File: src/design/wacrms_pkg.sv
// Shared widths, field offsets and codes of the windowed AC RMS meter.
`default_nettype none
package wacrms_pkg;

  localparam int unsigned SAMPLE_BITS = 12;
  localparam int unsigned COUNT_BITS  = 20;
  localparam int unsigned FRAC_BITS   = 8;

  localparam int unsigned PERIOD_BITS = 10;
  localparam int unsigned GAIN_BITS   = 16;
  localparam int unsigned LOOP_BITS   = 8;
  localparam int unsigned ACTION_BITS = 2;
  localparam int unsigned OUT_BITS    = 20;

  localparam int unsigned LSUM_BITS   = 32;
  localparam int unsigned SUM_BITS    = 48;
  localparam int unsigned MEAN_BITS   = 2 * SAMPLE_BITS;
  localparam int unsigned RAD_BITS    = MEAN_BITS + 2 * FRAC_BITS;
  localparam int unsigned ROOT_BITS   = RAD_BITS / 2;
  localparam int unsigned TOTAL_BITS  = ROOT_BITS + LOOP_BITS;

  localparam int unsigned DIV_CNT_BITS  = $clog2(SUM_BITS);
  localparam int unsigned SQRT_CNT_BITS = $clog2(ROOT_BITS);
  localparam int unsigned MUL_CNT_BITS  = $clog2(GAIN_BITS);

  localparam int unsigned IN_FIELD_BITS = SAMPLE_BITS + LOOP_BITS + 1;
  localparam int unsigned IN_DATA_BITS  = ((IN_FIELD_BITS + 7) / 8) * 8;
  localparam int unsigned OUT_DATA_BITS = ((2 * OUT_BITS + 7) / 8) * 8;
  localparam int unsigned OUT_USER_BITS = 2;

  localparam logic [COUNT_BITS-1:0] COUNT_MAX = '1;

  localparam logic [PERIOD_BITS-1:0] PERIOD_RESET = PERIOD_BITS'(20);
  localparam logic [GAIN_BITS-1:0]   GAIN_RESET   = GAIN_BITS'(80);

  localparam logic [ACTION_BITS-1:0] ACT_SAMPLE = 2'd0;
  localparam logic [ACTION_BITS-1:0] ACT_TICK   = 2'd1;
  localparam logic [ACTION_BITS-1:0] ACT_START  = 2'd2;

  localparam int unsigned CFG_INDEX_BITS = 1;
  localparam logic [CFG_INDEX_BITS-1:0] CFG_PERIOD = 1'd0;
  localparam logic [CFG_INDEX_BITS-1:0] CFG_GAIN   = 1'd1;

endpackage
`default_nettype wire

File: src/design/wacrms_div.sv
// Bit-serial restoring divider, one quotient bit per cycle.
`default_nettype none
module wacrms_div (
  input  wire logic                             clk_i,
  input  wire logic                             rst_ni,
  input  wire logic                             start_i,
  input  wire logic [wacrms_pkg::SUM_BITS-1:0]   dividend_i,
  input  wire logic [wacrms_pkg::COUNT_BITS-1:0] divisor_i,
  output logic                                  done_o,
  output logic [wacrms_pkg::SUM_BITS-1:0]        quot_o
);
  import wacrms_pkg::*;

  localparam logic [DIV_CNT_BITS-1:0] LAST_STEP = DIV_CNT_BITS'(SUM_BITS - 1);

  logic                    run_q, run_d;
  logic                    done_q, done_d;
  logic [DIV_CNT_BITS-1:0] cnt_q, cnt_d;
  logic [COUNT_BITS:0]     rem_q, rem_d;
  logic [SUM_BITS-1:0]     dq_q, dq_d;
  logic [COUNT_BITS-1:0]   dvs_q, dvs_d;
  logic [COUNT_BITS:0]     shifted;
  logic [COUNT_BITS+1:0]   trial;

  always_comb begin
    run_d   = run_q;
    done_d  = 1'b0;
    cnt_d   = cnt_q;
    rem_d   = rem_q;
    dq_d    = dq_q;
    dvs_d   = dvs_q;
    shifted = {rem_q[COUNT_BITS-1:0], dq_q[SUM_BITS-1]};
    trial   = {1'b0, shifted} - {2'b00, dvs_q};
    if (start_i) begin
      run_d = 1'b1;
      cnt_d = '0;
      rem_d = '0;
      dq_d  = dividend_i;
      dvs_d = divisor_i;
    end else if (run_q) begin
      if (!trial[COUNT_BITS+1]) begin
        rem_d = trial[COUNT_BITS:0];
        dq_d  = {dq_q[SUM_BITS-2:0], 1'b1};
      end else begin
        rem_d = shifted;
        dq_d  = {dq_q[SUM_BITS-2:0], 1'b0};
      end
      cnt_d = cnt_q + 1'b1;
      if (cnt_q == LAST_STEP) begin
        run_d  = 1'b0;
        done_d = 1'b1;
      end
    end
  end

  always_ff @(posedge clk_i or negedge rst_ni) begin
    if (!rst_ni) begin
      run_q  <= 1'b0;
      done_q <= 1'b0;
      cnt_q  <= '0;
    end else begin
      run_q  <= run_d;
      done_q <= done_d;
      cnt_q  <= cnt_d;
    end
  end

  always_ff @(posedge clk_i) begin
    rem_q <= rem_d;
    dq_q  <= dq_d;
    dvs_q <= dvs_d;
  end

  assign done_o = done_q;
  assign quot_o = dq_q;

endmodule
`default_nettype wire

File: src/design/wacrms_sqrt.sv
// Bit-serial integer square root, two radicand bits and one root bit per cycle.
`default_nettype none
module wacrms_sqrt (
  input  wire logic                            clk_i,
  input  wire logic                            rst_ni,
  input  wire logic                            start_i,
  input  wire logic [wacrms_pkg::RAD_BITS-1:0]  rad_i,
  output logic                                 done_o,
  output logic [wacrms_pkg::ROOT_BITS-1:0]      root_o
);
  import wacrms_pkg::*;

  localparam logic [SQRT_CNT_BITS-1:0] LAST_STEP = SQRT_CNT_BITS'(ROOT_BITS - 1);

  logic                     run_q, run_d;
  logic                     done_q, done_d;
  logic [SQRT_CNT_BITS-1:0] cnt_q, cnt_d;
  logic [RAD_BITS-1:0]      rad_q, rad_d;
  logic [ROOT_BITS+1:0]     rem_q, rem_d;
  logic [ROOT_BITS-1:0]     root_q, root_d;
  logic [ROOT_BITS+2:0]     remx;
  logic [ROOT_BITS+3:0]     trial;

  always_comb begin
    run_d  = run_q;
    done_d = 1'b0;
    cnt_d  = cnt_q;
    rad_d  = rad_q;
    rem_d  = rem_q;
    root_d = root_q;
    remx   = {rem_q[ROOT_BITS:0], rad_q[RAD_BITS-1 -: 2]};
    trial  = {1'b0, remx} - {2'b00, root_q, 2'b01};
    if (start_i) begin
      run_d  = 1'b1;
      cnt_d  = '0;
      rad_d  = rad_i;
      rem_d  = '0;
      root_d = '0;
    end else if (run_q) begin
      rad_d = {rad_q[RAD_BITS-3:0], 2'b00};
      if (!trial[ROOT_BITS+3]) begin
        rem_d  = trial[ROOT_BITS+1:0];
        root_d = {root_q[ROOT_BITS-2:0], 1'b1};
      end else begin
        rem_d  = remx[ROOT_BITS+1:0];
        root_d = {root_q[ROOT_BITS-2:0], 1'b0};
      end
      cnt_d = cnt_q + 1'b1;
      if (cnt_q == LAST_STEP) begin
        run_d  = 1'b0;
        done_d = 1'b1;
      end
    end
  end

  always_ff @(posedge clk_i or negedge rst_ni) begin
    if (!rst_ni) begin
      run_q  <= 1'b0;
      done_q <= 1'b0;
      cnt_q  <= '0;
    end else begin
      run_q  <= run_d;
      done_q <= done_d;
      cnt_q  <= cnt_d;
    end
  end

  always_ff @(posedge clk_i) begin
    rad_q  <= rad_d;
    rem_q  <= rem_d;
    root_q <= root_d;
  end

  assign done_o = done_q;
  assign root_o = root_q;

endmodule
`default_nettype wire

File: src/design/windowed_ac_rms_meter_unit.sv
// Top level of the windowed AC RMS meter: window control, accumulation and result output.
// A sample word passes through ST_ACC; a tick or start word is taken in ST_RUN.
// A tick that ends a non-empty zero window waits for the 48-step serial divider.
// A tick that ends a non-empty rms window runs 48 divider steps and 20 root steps.
// The last loop adds the averaging divide and a 16-step gain multiply, and waits in ST_EMIT
// while an earlier result word is still held. Reset is asynchronous and active low.
`default_nettype none
module windowed_ac_rms_meter_unit (
  input  wire logic                                 clk_i,
  input  wire logic                                 rst_ni,
  input  wire logic                                 cfg_valid_i,
  output logic                                      cfg_ready_o,
  input  wire logic [wacrms_pkg::CFG_INDEX_BITS-1:0] cfg_index_i,
  input  wire logic [wacrms_pkg::GAIN_BITS-1:0]      cfg_data_i,
  input  wire logic                                 s_axis_tvalid_i,
  output logic                                      s_axis_tready_o,
  // sample, loop_count, channel, zero padding
  input  wire logic [wacrms_pkg::IN_DATA_BITS-1:0]   s_axis_tdata_i,
  // action
  input  wire logic [wacrms_pkg::ACTION_BITS-1:0]    s_axis_tuser_i,
  output logic                                      m_axis_tvalid_o,
  input  wire logic                                 m_axis_tready_i,
  // rms_code, rms_scaled
  output logic [wacrms_pkg::OUT_DATA_BITS-1:0]       m_axis_tdata_o,
  // tag, empty_window
  output logic [wacrms_pkg::OUT_USER_BITS-1:0]       m_axis_tuser_o
);
  import wacrms_pkg::*;

  typedef enum logic [7:0] {
    ST_RUN   = 8'b0000_0001,
    ST_ACC   = 8'b0000_0010,
    ST_ZDIV  = 8'b0000_0100,
    ST_MDIV  = 8'b0000_1000,
    ST_SQRT  = 8'b0001_0000,
    ST_ADIV  = 8'b0010_0000,
    ST_SCALE = 8'b0100_0000,
    ST_EMIT  = 8'b1000_0000
  } state_e;

  localparam logic [MUL_CNT_BITS-1:0] MUL_LAST = MUL_CNT_BITS'(GAIN_BITS - 1);

  state_e                  state_q, state_d;
  logic                    busy_q, busy_d;
  logic                    in_rms_q, in_rms_d;
  logic [PERIOD_BITS-1:0]  elapsed_q, elapsed_d;
  logic [LSUM_BITS-1:0]    level_sum_q, level_sum_d;
  logic [COUNT_BITS-1:0]   count_q, count_d;
  logic [SAMPLE_BITS-1:0]  zero_q, zero_d;
  logic [SUM_BITS-1:0]     square_sum_q, square_sum_d;
  logic [TOTAL_BITS-1:0]   total_q, total_d;
  logic [LOOP_BITS-1:0]    loops_done_q, loops_done_d;
  logic [LOOP_BITS-1:0]    loops_wanted_q, loops_wanted_d;
  logic                    tag_q, tag_d;
  logic                    empty_q, empty_d;
  logic [PERIOD_BITS-1:0]  period_q, period_d;
  logic [GAIN_BITS-1:0]    gain_q, gain_d;
  logic [SAMPLE_BITS-1:0]  diff_q, diff_d;
  logic [OUT_BITS-1:0]     code_q, code_d;
  logic [OUT_BITS-1:0]     prod_hi_q, prod_hi_d;
  logic [GAIN_BITS-1:0]    prod_lo_q, prod_lo_d;
  logic [MUL_CNT_BITS-1:0] mul_cnt_q, mul_cnt_d;
  logic                    out_valid_q, out_valid_d;
  logic [OUT_BITS-1:0]     out_code_q, out_code_d;
  logic [OUT_BITS-1:0]     out_scaled_q, out_scaled_d;
  logic                    out_tag_q, out_tag_d;
  logic                    out_empty_q, out_empty_d;

  logic                    div_start;
  logic [SUM_BITS-1:0]     div_dividend;
  logic [COUNT_BITS-1:0]   div_divisor;
  logic                    div_done;
  logic [SUM_BITS-1:0]     div_quot;
  logic                    sqrt_start;
  logic [RAD_BITS-1:0]     sqrt_rad;
  logic                    sqrt_done;
  logic [ROOT_BITS-1:0]    sqrt_root;

  logic [SAMPLE_BITS-1:0]  in_sample;
  logic [LOOP_BITS-1:0]    in_loops;
  logic                    in_channel;
  logic                    in_fire;
  logic [PERIOD_BITS-1:0]  elapsed_inc;
  logic [MEAN_BITS-1:0]    square;
  logic [OUT_BITS:0]       mul_sum;
  logic                    finish_loop;
  logic                    out_free;

  assign in_sample  = s_axis_tdata_i[SAMPLE_BITS-1:0];
  assign in_loops   = s_axis_tdata_i[SAMPLE_BITS +: LOOP_BITS];
  assign in_channel = s_axis_tdata_i[SAMPLE_BITS+LOOP_BITS];

  assign s_axis_tready_o = (state_q == ST_RUN);
  assign in_fire         = s_axis_tvalid_i && s_axis_tready_o;
  assign cfg_ready_o     = 1'b1;
  assign elapsed_inc     = elapsed_q + 1'b1;
  assign square          = MEAN_BITS'(diff_q) * MEAN_BITS'(diff_q);
  assign mul_sum         = {1'b0, prod_hi_q} + (prod_lo_q[0] ? {1'b0, code_q} : '0);
  assign out_free        = !out_valid_q || m_axis_tready_i;

  always_comb begin
    period_d = period_q;
    gain_d   = gain_q;
    if (cfg_valid_i) begin
      case (cfg_index_i)
        CFG_PERIOD: period_d = cfg_data_i[PERIOD_BITS-1:0];
        CFG_GAIN:   gain_d   = cfg_data_i;
        default:    ;
      endcase
    end
  end

  always_comb begin
    state_d        = state_q;
    busy_d         = busy_q;
    in_rms_d       = in_rms_q;
    elapsed_d      = elapsed_q;
    level_sum_d    = level_sum_q;
    count_d        = count_q;
    zero_d         = zero_q;
    square_sum_d   = square_sum_q;
    total_d        = total_q;
    loops_done_d   = loops_done_q;
    loops_wanted_d = loops_wanted_q;
    tag_d          = tag_q;
    empty_d        = empty_q;
    diff_d         = diff_q;
    code_d         = code_q;
    prod_hi_d      = prod_hi_q;
    prod_lo_d      = prod_lo_q;
    mul_cnt_d      = mul_cnt_q;
    out_valid_d    = out_valid_q && !m_axis_tready_i;
    out_code_d     = out_code_q;
    out_scaled_d   = out_scaled_q;
    out_tag_d      = out_tag_q;
    out_empty_d    = out_empty_q;
    div_start      = 1'b0;
    div_dividend   = '0;
    div_divisor    = '0;
    sqrt_start     = 1'b0;
    sqrt_rad       = '0;
    finish_loop    = 1'b0;

    case (state_q)
      ST_RUN: begin
        if (in_fire) begin
          case (s_axis_tuser_i)
            ACT_START: begin
              loops_wanted_d = (in_loops == '0) ? LOOP_BITS'(1) : in_loops;
              tag_d          = in_channel;
              busy_d         = 1'b1;
              in_rms_d       = 1'b0;
              elapsed_d      = '0;
              level_sum_d    = '0;
              count_d        = '0;
              square_sum_d   = '0;
              zero_d         = '0;
              total_d        = '0;
              loops_done_d   = '0;
              empty_d        = 1'b0;
            end
            ACT_SAMPLE: begin
              if (busy_q && (count_q != COUNT_MAX)) begin
                if (!in_rms_q) begin
                  diff_d = in_sample;
                end else if (in_sample >= zero_q) begin
                  diff_d = in_sample - zero_q;
                end else begin
                  diff_d = zero_q - in_sample;
                end
                state_d = ST_ACC;
              end
            end
            ACT_TICK: begin
              if (busy_q) begin
                elapsed_d = elapsed_inc;
                if (elapsed_inc >= period_q) begin
                  elapsed_d    = '0;
                  level_sum_d  = '0;
                  count_d      = '0;
                  square_sum_d = '0;
                  if (!in_rms_q) begin
                    if (count_q == '0) begin
                      zero_d   = '0;
                      empty_d  = 1'b1;
                      in_rms_d = 1'b1;
                    end else begin
                      div_start    = 1'b1;
                      div_dividend = SUM_BITS'(level_sum_q);
                      div_divisor  = count_q;
                      state_d      = ST_ZDIV;
                    end
                  end else begin
                    if (count_q == '0) begin
                      empty_d     = 1'b1;
                      finish_loop = 1'b1;
                    end else begin
                      div_start    = 1'b1;
                      div_dividend = square_sum_q;
                      div_divisor  = count_q;
                      state_d      = ST_MDIV;
                    end
                  end
                end
              end
            end
            default: ;
          endcase
        end
      end
      ST_ACC: begin
        if (in_rms_q) begin
          square_sum_d = square_sum_q + SUM_BITS'(square);
        end else begin
          level_sum_d = level_sum_q + LSUM_BITS'(diff_q);
        end
        count_d = count_q + 1'b1;
        state_d = ST_RUN;
      end
      ST_ZDIV: begin
        if (div_done) begin
          zero_d   = div_quot[SAMPLE_BITS-1:0];
          in_rms_d = 1'b1;
          state_d  = ST_RUN;
        end
      end
      ST_MDIV: begin
        if (div_done) begin
          sqrt_start = 1'b1;
          sqrt_rad   = {div_quot[MEAN_BITS-1:0], {(2 * FRAC_BITS){1'b0}}};
          state_d    = ST_SQRT;
        end
      end
      ST_SQRT: begin
        if (sqrt_done) begin
          total_d     = total_q + TOTAL_BITS'(sqrt_root);
          finish_loop = 1'b1;
        end
      end
      ST_ADIV: begin
        if (div_done) begin
          code_d    = div_quot[OUT_BITS-1:0];
          prod_hi_d = '0;
          prod_lo_d = gain_q;
          mul_cnt_d = '0;
          state_d   = ST_SCALE;
        end
      end
      ST_SCALE: begin
        prod_hi_d = mul_sum[OUT_BITS:1];
        prod_lo_d = {mul_sum[0], prod_lo_q[GAIN_BITS-1:1]};
        mul_cnt_d = mul_cnt_q + 1'b1;
        if (mul_cnt_q == MUL_LAST) begin
          state_d = ST_EMIT;
        end
      end
      ST_EMIT: begin
        if (out_free) begin
          out_valid_d  = 1'b1;
          out_code_d   = code_q;
          out_scaled_d = prod_hi_q;
          out_tag_d    = tag_q;
          out_empty_d  = empty_q;
          busy_d       = 1'b0;
          state_d      = ST_RUN;
        end
      end
      default: state_d = ST_RUN;
    endcase

    if (finish_loop) begin
      in_rms_d     = 1'b0;
      loops_done_d = loops_done_q + 1'b1;
      if (({1'b0, loops_done_q} + 1'b1) >= {1'b0, loops_wanted_q}) begin
        div_start    = 1'b1;
        div_dividend = SUM_BITS'(total_d);
        div_divisor  = COUNT_BITS'(loops_wanted_q);
        state_d      = ST_ADIV;
      end else begin
        state_d = ST_RUN;
      end
    end
  end

  always_ff @(posedge clk_i or negedge rst_ni) begin
    if (!rst_ni) begin
      state_q        <= ST_RUN;
      busy_q         <= 1'b0;
      in_rms_q       <= 1'b0;
      elapsed_q      <= '0;
      level_sum_q    <= '0;
      count_q        <= '0;
      zero_q         <= '0;
      square_sum_q   <= '0;
      total_q        <= '0;
      loops_done_q   <= '0;
      loops_wanted_q <= LOOP_BITS'(1);
      tag_q          <= 1'b0;
      empty_q        <= 1'b0;
      period_q       <= PERIOD_RESET;
      gain_q         <= GAIN_RESET;
      mul_cnt_q      <= '0;
      out_valid_q    <= 1'b0;
    end else begin
      state_q        <= state_d;
      busy_q         <= busy_d;
      in_rms_q       <= in_rms_d;
      elapsed_q      <= elapsed_d;
      level_sum_q    <= level_sum_d;
      count_q        <= count_d;
      zero_q         <= zero_d;
      square_sum_q   <= square_sum_d;
      total_q        <= total_d;
      loops_done_q   <= loops_done_d;
      loops_wanted_q <= loops_wanted_d;
      tag_q          <= tag_d;
      empty_q        <= empty_d;
      period_q       <= period_d;
      gain_q         <= gain_d;
      mul_cnt_q      <= mul_cnt_d;
      out_valid_q    <= out_valid_d;
    end
  end

  always_ff @(posedge clk_i) begin
    diff_q       <= diff_d;
    code_q       <= code_d;
    prod_hi_q    <= prod_hi_d;
    prod_lo_q    <= prod_lo_d;
    out_code_q   <= out_code_d;
    out_scaled_q <= out_scaled_d;
    out_tag_q    <= out_tag_d;
    out_empty_q  <= out_empty_d;
  end

  wacrms_div u_div (
    .clk_i      (clk_i),
    .rst_ni     (rst_ni),
    .start_i    (div_start),
    .dividend_i (div_dividend),
    .divisor_i  (div_divisor),
    .done_o     (div_done),
    .quot_o     (div_quot)
  );

  wacrms_sqrt u_sqrt (
    .clk_i   (clk_i),
    .rst_ni  (rst_ni),
    .start_i (sqrt_start),
    .rad_i   (sqrt_rad),
    .done_o  (sqrt_done),
    .root_o  (sqrt_root)
  );

  assign m_axis_tvalid_o = out_valid_q;
  assign m_axis_tdata_o  = OUT_DATA_BITS'({out_scaled_q, out_code_q});
  assign m_axis_tuser_o  = {out_empty_q, out_tag_q};

endmodule
`default_nettype wire

File: config.mk
export PLATFORM = sky130hd
export DESIGN_NAME = windowed_ac_rms_meter_unit
export DESIGN_NICKNAME = d
export VERILOG_FILES = /design/src/design/wacrms_pkg.sv /design/src/design/wacrms_div.sv /design/src/design/wacrms_sqrt.sv /design/src/design/windowed_ac_rms_meter_unit.sv
export SDC_FILE = /design/constraint.sdc
export NUM_CORES = 1
export LEC_CHECK = 0
export BUFFER_PORTS_ARGS = -buffer_cell sky130_fd_sc_hd__buf_2
export CORE_MARGIN = 5
export CORE_UTILIZATION = 53
export CTS_BUF_LIST = sky130_fd_sc_hd__clkbuf_2 sky130_fd_sc_hd__clkbuf_4 sky130_fd_sc_hd__clkbuf_8
export CTS_CLUSTER_SIZE = 20
export DETAILED_ROUTE_END_ITERATION = 8
export GPL_TIMING_DRIVEN = 0
export PLACE_DENSITY = 0.68
export SYNTH_ARGS = -nofsm -noshare
export SYNTH_HDL_FRONTEND = slang
export SYNTH_HIERARCHICAL = 1
export SYNTH_SLANG_ARGS = --single-unit
File: constraint.sdc
create_clock -name clk_i -period 5.85 [get_ports clk_i]
set_input_delay 0.8775 -clock clk_i [delete_from_list [all_inputs] [get_ports clk_i]]
set_output_delay 0.8775 -clock clk_i [all_outputs]
set_load 0.1 [all_outputs]
### Word level (Yosys, flattened, before mapping)

Index checks and enable logic that the tools add are counted.
W data, S select, Z words.

| storage, ports and cells | value |
|---|---|
| flip-flop bits (word level) | 503 |
| input bits | 48 |
| output and inout port bits | 45 |
| word-level logic and storage cells | 278 |

| operators by class | value |
|---|---|
| $add $sub $neg | 15 |
| multipliers | 1 |
| magnitude comparators | 3 |
| eq/ne operators | 42 |
| muxes and demuxes | 142 |
| bitwise operators | 1 |
| reductions and logical operators | 37 |

Operator list:

| operator | count |
|---|---|
| $mux W48 | 15 |
| $mux W20 | 14 |
| $pmux W48 S2 | 2 |
| $mux W32 | 5 |
| $mux W40 | 4 |
| $mux W8 | 18 |
| $pmux W32 S2 | 2 |
| $pmux W20 S2 | 3 |
| $mux W12 | 8 |
| $mux W28 | 3 |
| $pmux W28 S2 | 1 |
| $pmux W8 S7 | 1 |
| $add A48 B24 Y48 | 1 |
| $pmux W12 S2 | 2 |
| $mux W1 | 45 |
| $add A32 B12 Y32 | 1 |
| $pmux W16 S2 | 1 |
| $add A28 B20 Y28 | 1 |
| $mul A12 B12 Y24 | 1 |
| $reduce_and A6 Y1 | 4 |
| $sub A12 B12 Y12 | 2 |
| $sub A23 B22 Y24 | 1 |
| $sub A21 B20 Y22 | 1 |
| $add A20 B20 Y21 | 1 |
| 56 further kinds | 104 |

### Depth between registers and ports, before layout

| logic depth | value |
|---|---|
| depth after elaboration | 11 |
| depth in mapped cells | 24 |
| depth with buffers taken out | 21 |

### Cells and area by module

The synthesis kept the hierarchy.

By module, submodules not included:

| module | times used | cells an instance | area an instance (um^2) | seq. area each (um^2) |
|---|---|---|---|---|
| windowed_ac_rms_meter_unit | 1 | 2,431 | 23,030.8 | 8,540.7 |
| wacrms_div | 1 | 397 | 4,823.4 | 2,642.5 |
| wacrms_sqrt | 1 | 425 | 4,677.0 | 2,197.1 |

### Worst setup path before layout

OpenSTA, ideal clock, no wires.

| timing path | value |
|---|---|
| kind | register -> register |
| from | register diff_q[1] |
| to | register square_sum_q[39] |
| library setup time | 119 ps |
| arrival time | 5,840 ps |
| data required time | 5,731 ps |
| setup slack | -109 ps |
| stages on the path, launching flop included | 23 |
| path buffers | 3 |
| period minus slack after synthesis | 5,959 ps |
| path through | edfxtp_1 > clkbuf_1 > and2_1 > fa_1 > inv_1 > fa_1 > inv_1 > fa_1 > inv_1 > fa_1 > fa_1 > inv_1 > ha_1 > nand2_1 > o21ai_0 > o22ai_1 > o21ai_1 > a31oi_1 > o41a_1 > clkbuf_1 > clkbuf_1 > o21a_1 > o21a_1 |

| between the ends | value |
|---|---|
| cells in the longest elaborated chain, start to end | 4 |

Ends and longest elaborated chain:

| element | RTL line | RTL |
|---|---|---|
| start: declaration | windowed_ac_rms_meter_unit.sv:58 | `logic [SAMPLE_BITS-1:0] diff_q, diff_d;` |
| start signal: assignment | windowed_ac_rms_meter_unit.sv:326 | `diff_q <= diff_d;` |
| $mul A12 B12 Y24 | windowed_ac_rms_meter_unit.sv:97 | `assign square = MEAN_BITS'(diff_q) * MEAN_BITS'(diff_q);` |
| $add A48 B24 Y48 | windowed_ac_rms_meter_unit.sv:213 | `square_sum_d = square_sum_q + SUM_BITS'(square);` |
| $mux W48 | windowed_ac_rms_meter_unit.sv:212 | `if (in_rms_q) begin` |
| $pmux W48 S2 | windowed_ac_rms_meter_unit.sv:144 | `case (state_q)` |
| end signal: assignment | windowed_ac_rms_meter_unit.sv:312 | `square_sum_q <= square_sum_d;` |
| end: declaration | windowed_ac_rms_meter_unit.sv:50 | `logic [SUM_BITS-1:0] square_sum_q, square_sum_d;` |

Every way passes these cells. The select of a mux whose other input is x is not followed.
A chain may end at the register's enable or synchronous reset.

### Worst setup path after layout

| timing path | value |
|---|---|
| from | register diff_q[8] |
| to | register square_sum_q[41] |

The elaborated chain is that of the path after synthesis.

==> impl_metrics.env <==
export IMPL_outcome="finished, final reports clean"
export IMPL_overflow=0
export IMPL_rows=90
export IMPL_critPathCaptureType="flip-flop"
export IMPL_synth_flop_cell="edfxtp_1"
export IMPL_post_route_cells_drive_above_1_share=0.170
export IMPL_cp_start_kind="flip-flop"
export IMPL_cp_data_required_time_ps=6430
export IMPL_synth_seq_area_share=0.411
export IMPL_maxCapViolCount=0
export IMPL_synth_top_family_by_area="adder cells"
export IMPL_async_flop_share=0.445
export IMPL_hold_class="input pin to async pin"
export IMPL_die_h_microns=258
export IMPL_wl_per_cell_microns=19.4
export IMPL_ys_warnings_count=6
export IMPL_period_share=0.998
export IMPL_dr_total_vias=25330
export IMPL_max_slew_margin=0.202
export IMPL_synth_compound_area_frac=0.138
export IMPL_synth_cell_types=95
export IMPL_clock_fmax_ghz=0.171
export IMPL_postSynthCellCount=3253
export IMPL_drt_antenna_violating_nets=0
export IMPL_finClkSkew_ps=31.1
export IMPL_peakVddDrop_uv=1730
export IMPL_chipWidth_microns=258
export IMPL_synth_fa_ha_area_frac=0.146
export IMPL_synthTopCellsByArea="edfxtp_1 (20%), dfrtp_1 (17%), ha_1 (8.1%)"
export IMPL_fin_nets=3863
export IMPL_yosys_mux_area_fraction=0.0675
export IMPL_synth_area_sq_mm=0.0325
export IMPL_synth_simple_gate_area_share=0.142
export IMPL_clk_pin_slew_ps=60
export IMPL_netlist_top_cell_by_area="edfxtp_1"
export IMPL_antenna_found_initial=2
export IMPL_worst_hold_slack_ps=63.8
export IMPL_worstMarginPinSlew_ps=1190
export IMPL_avgSynthCellArea_sq_um=10.0
export IMPL_worstPathArrival_ps=6420
export IMPL_critPathKind="flip-flop to flip-flop"
export IMPL_worstSkewPairLatency_ps=680
export IMPL_io_buffer_count=88
export IMPL_syn2layout_area_growth_pct=15.1
export IMPL_drtPass1Iterations=6
export IMPL_hpwl_mm=62.4
export IMPL_routed_wl_mm=84.4
export IMPL_cts_tree="yes"
export IMPL_synth_top_area_frac=0.201
export IMPL_via_per_inst=5.81
export IMPL_numCtsBuffers=88
export IMPL_final_cell_mix="inv_1 (302), nand2_1 (287), dfrtp_1 (218), edfxtp_1 (218), ha_1 (197)"
export IMPL_hold_viol=0
export IMPL_grt_usage=0.246
export IMPL_cts_root_buf="clkbuf_8"
export IMPL_grt_pass1_vias=25496
export IMPL_start_util=0.537
export IMPL_ys_ff_latch=503
export IMPL_fin_crit_ps=5840
export IMPL_power_leakage_nw=16.4
export IMPL_core_area_sq_mm=0.0606
export IMPL_grt_max_degree=104
export IMPL_path_max_fanout=6
export IMPL_htree_num_levels=3
export IMPL_antennaDiodeCount=0
export IMPL_drc=0
export IMPL_grt_first_pass_wirelength_mm=134
export IMPL_slew_violations=0
export IMPL_dr_first_iter_drc_count=1905
export IMPL_cts_sinks=503
export IMPL_setup_viol=0
export IMPL_synth_xor_area_share=0.0388
export IMPL_final_common_cell="inv_1"
export IMPL_synth_edf_count=218
export IMPL_gp_congestion=0.934
export IMPL_rsz0062_at_grt="yes"
export IMPL_hold_buffers=0
export IMPL_ctsLongestPathBuffers=3
export IMPL_pwr_density_cell_mw_per_mm2=443
export IMPL_final_util=0.618
export IMPL_die_area_sq_mm=0.0664
export IMPL_io_pins=93
-- report_power, final --
| group | switching, mW | internal (mW) | leakage [nW] | total, mW |
|---|---|---|---|---|
| clock | 1.52 | 2.10 | 1.04 | 3.63 |
| combinational | 4.74 | 3.84 | 9.96 | 8.57 |
| sequential | 0.348 | 4.05 | 5.36 | 4.40 |
| total | 6.61 | 9.99 | 16.4 | 16.6 |
-- routing by layer --
| metal | up-vias | GRT usage | share of wire |
|---|---|---|---|
| met5 | - | 0 | 0.00013 |
| li1 | 11968 | - | - |
| met1 | 12441 | 0.335 | 0.44 |
| met3 | 151 | 0.0449 | 0.059 |
| met2 | 768 | 0.402 | 0.47 |
| met4 | 2 | 0.0802 | 0.031 |
-- area by class of cell --
class                      instances  area, sq um
clock inverter                    43          462
sequential                       503        13400
inverter                         329         1230
fill                            4938        23100
tap                              782          978
timing repair buffer             143         1050
multi-input combinational       2304        18100
clock buffer                     122         1520
buffer                           130          719
-- repair_timing --
item,CTS,global route
gates resized for setup,143,87
pin swaps,43,64
cloned,3,2
setup endpoints to repair,153,48
buffers inserted,38,5
hold endpoints to repair,0,0
-- path summary, 6_finish.rpt --
path                       slack, ps               end                from  cells after the start
max                               10  square_sum_q[41]           diff_q[8]                     22
min                               60  square_sum_q[45]              rst_ni                      1
max reg2reg                       10  square_sum_q[41]           diff_q[8]                     22
min reg2reg                      450         out_tag_q               tag_q                      0
max in group asynchronous       4950        state_q[6]              rst_ni                      2
min in group clk_i               400             tag_q  s_axis_tdata_i[20]                      3
-- synthesized netlist by cell type, types with 25 or more instances --
| master | n |
|---|---|
| o21ai_0 | 182 |
| mux2i_1 | 94 |
| fa_1 | 106 |
| o31ai_1 | 34 |
| inv_1 | 328 |
| a21oi_1 | 145 |
| and3_1 | 38 |
| xor2_1 | 68 |
| o21a_1 | 27 |
| nand3_1 | 70 |
| or3_1 | 38 |
| mux2_2 | 110 |
| nor3_1 | 42 |
| clkbuf_1 | 105 |
| dfxtp_1 | 61 |
| dfrtp_1 | 218 |
| a211oi_1 | 31 |
| ha_1 | 210 |
| nand2b_1 | 32 |
| a31oi_1 | 25 |
| a22o_1 | 36 |
| nor2_1 | 190 |
| xnor2_1 | 76 |
| nand4_1 | 28 |
| and2_1 | 102 |
| nand2_1 | 300 |
| edfxtp_1 | 218 |
| a21o_1 | 47 |
-- through the flow --
| stage | setup WS [ps] | std cells | total power, mW | cell area [sq um] | setup TNS [ps] |
|---|---|---|---|---|---|
| floorplan | 3.38 | 3268 | 9.42 | 32600 | 0 |
| global placement | -1610 | 4138 | 10.8 | 34000 | -182480 |
| detailed placement | -1300 | 4144 | 11.0 | 34200 | -87380 |
| CTS | -71.1 | 4347 | 16.1 | 37000 | -495 |
| global route | -135 | 4356 | 17.7 | 37400 | -1630 |
| finish | 10.8 | 4356 | 16.6 | 37400 | 0 |
-- worst max-delay path: stages (launching register included) --
cell	delay (ps)
edfxtp_1	460
clkbuf_8	180
and2_4	160
inv_2	40
fa_1	510
inv_2	40
fa_2	560
inv_2	50
fa_1	500
inv_2	50
fa_1	530
inv_1	50
fa_1	500
inv_2	50
ha_4	270
and2_4	160
nand3_4	80
o21ai_4	220
a31oi_4	130
o41a_1	440
buf_8	190
or4_4	420
a21oi_2	140
-- kinds of logic after synthesis --
family | count (synthesis)
buf+inv | 461
xor+xnor | 144
compound gates | 683
other cells | 2
simple gates | 939
mux | 205
flops | 503
fa+ha+maj | 316
-- registers in the layout (all words and copies together) (netlist names), 21 cells and up --
name,flops
u_div/quot_o,48
level_sum_q,32
u_sqrt/rad_q,40
u_sqrt/rem_q,21
total_q,28
square_sum_q,48
Power figures use the tool's default switching activity.
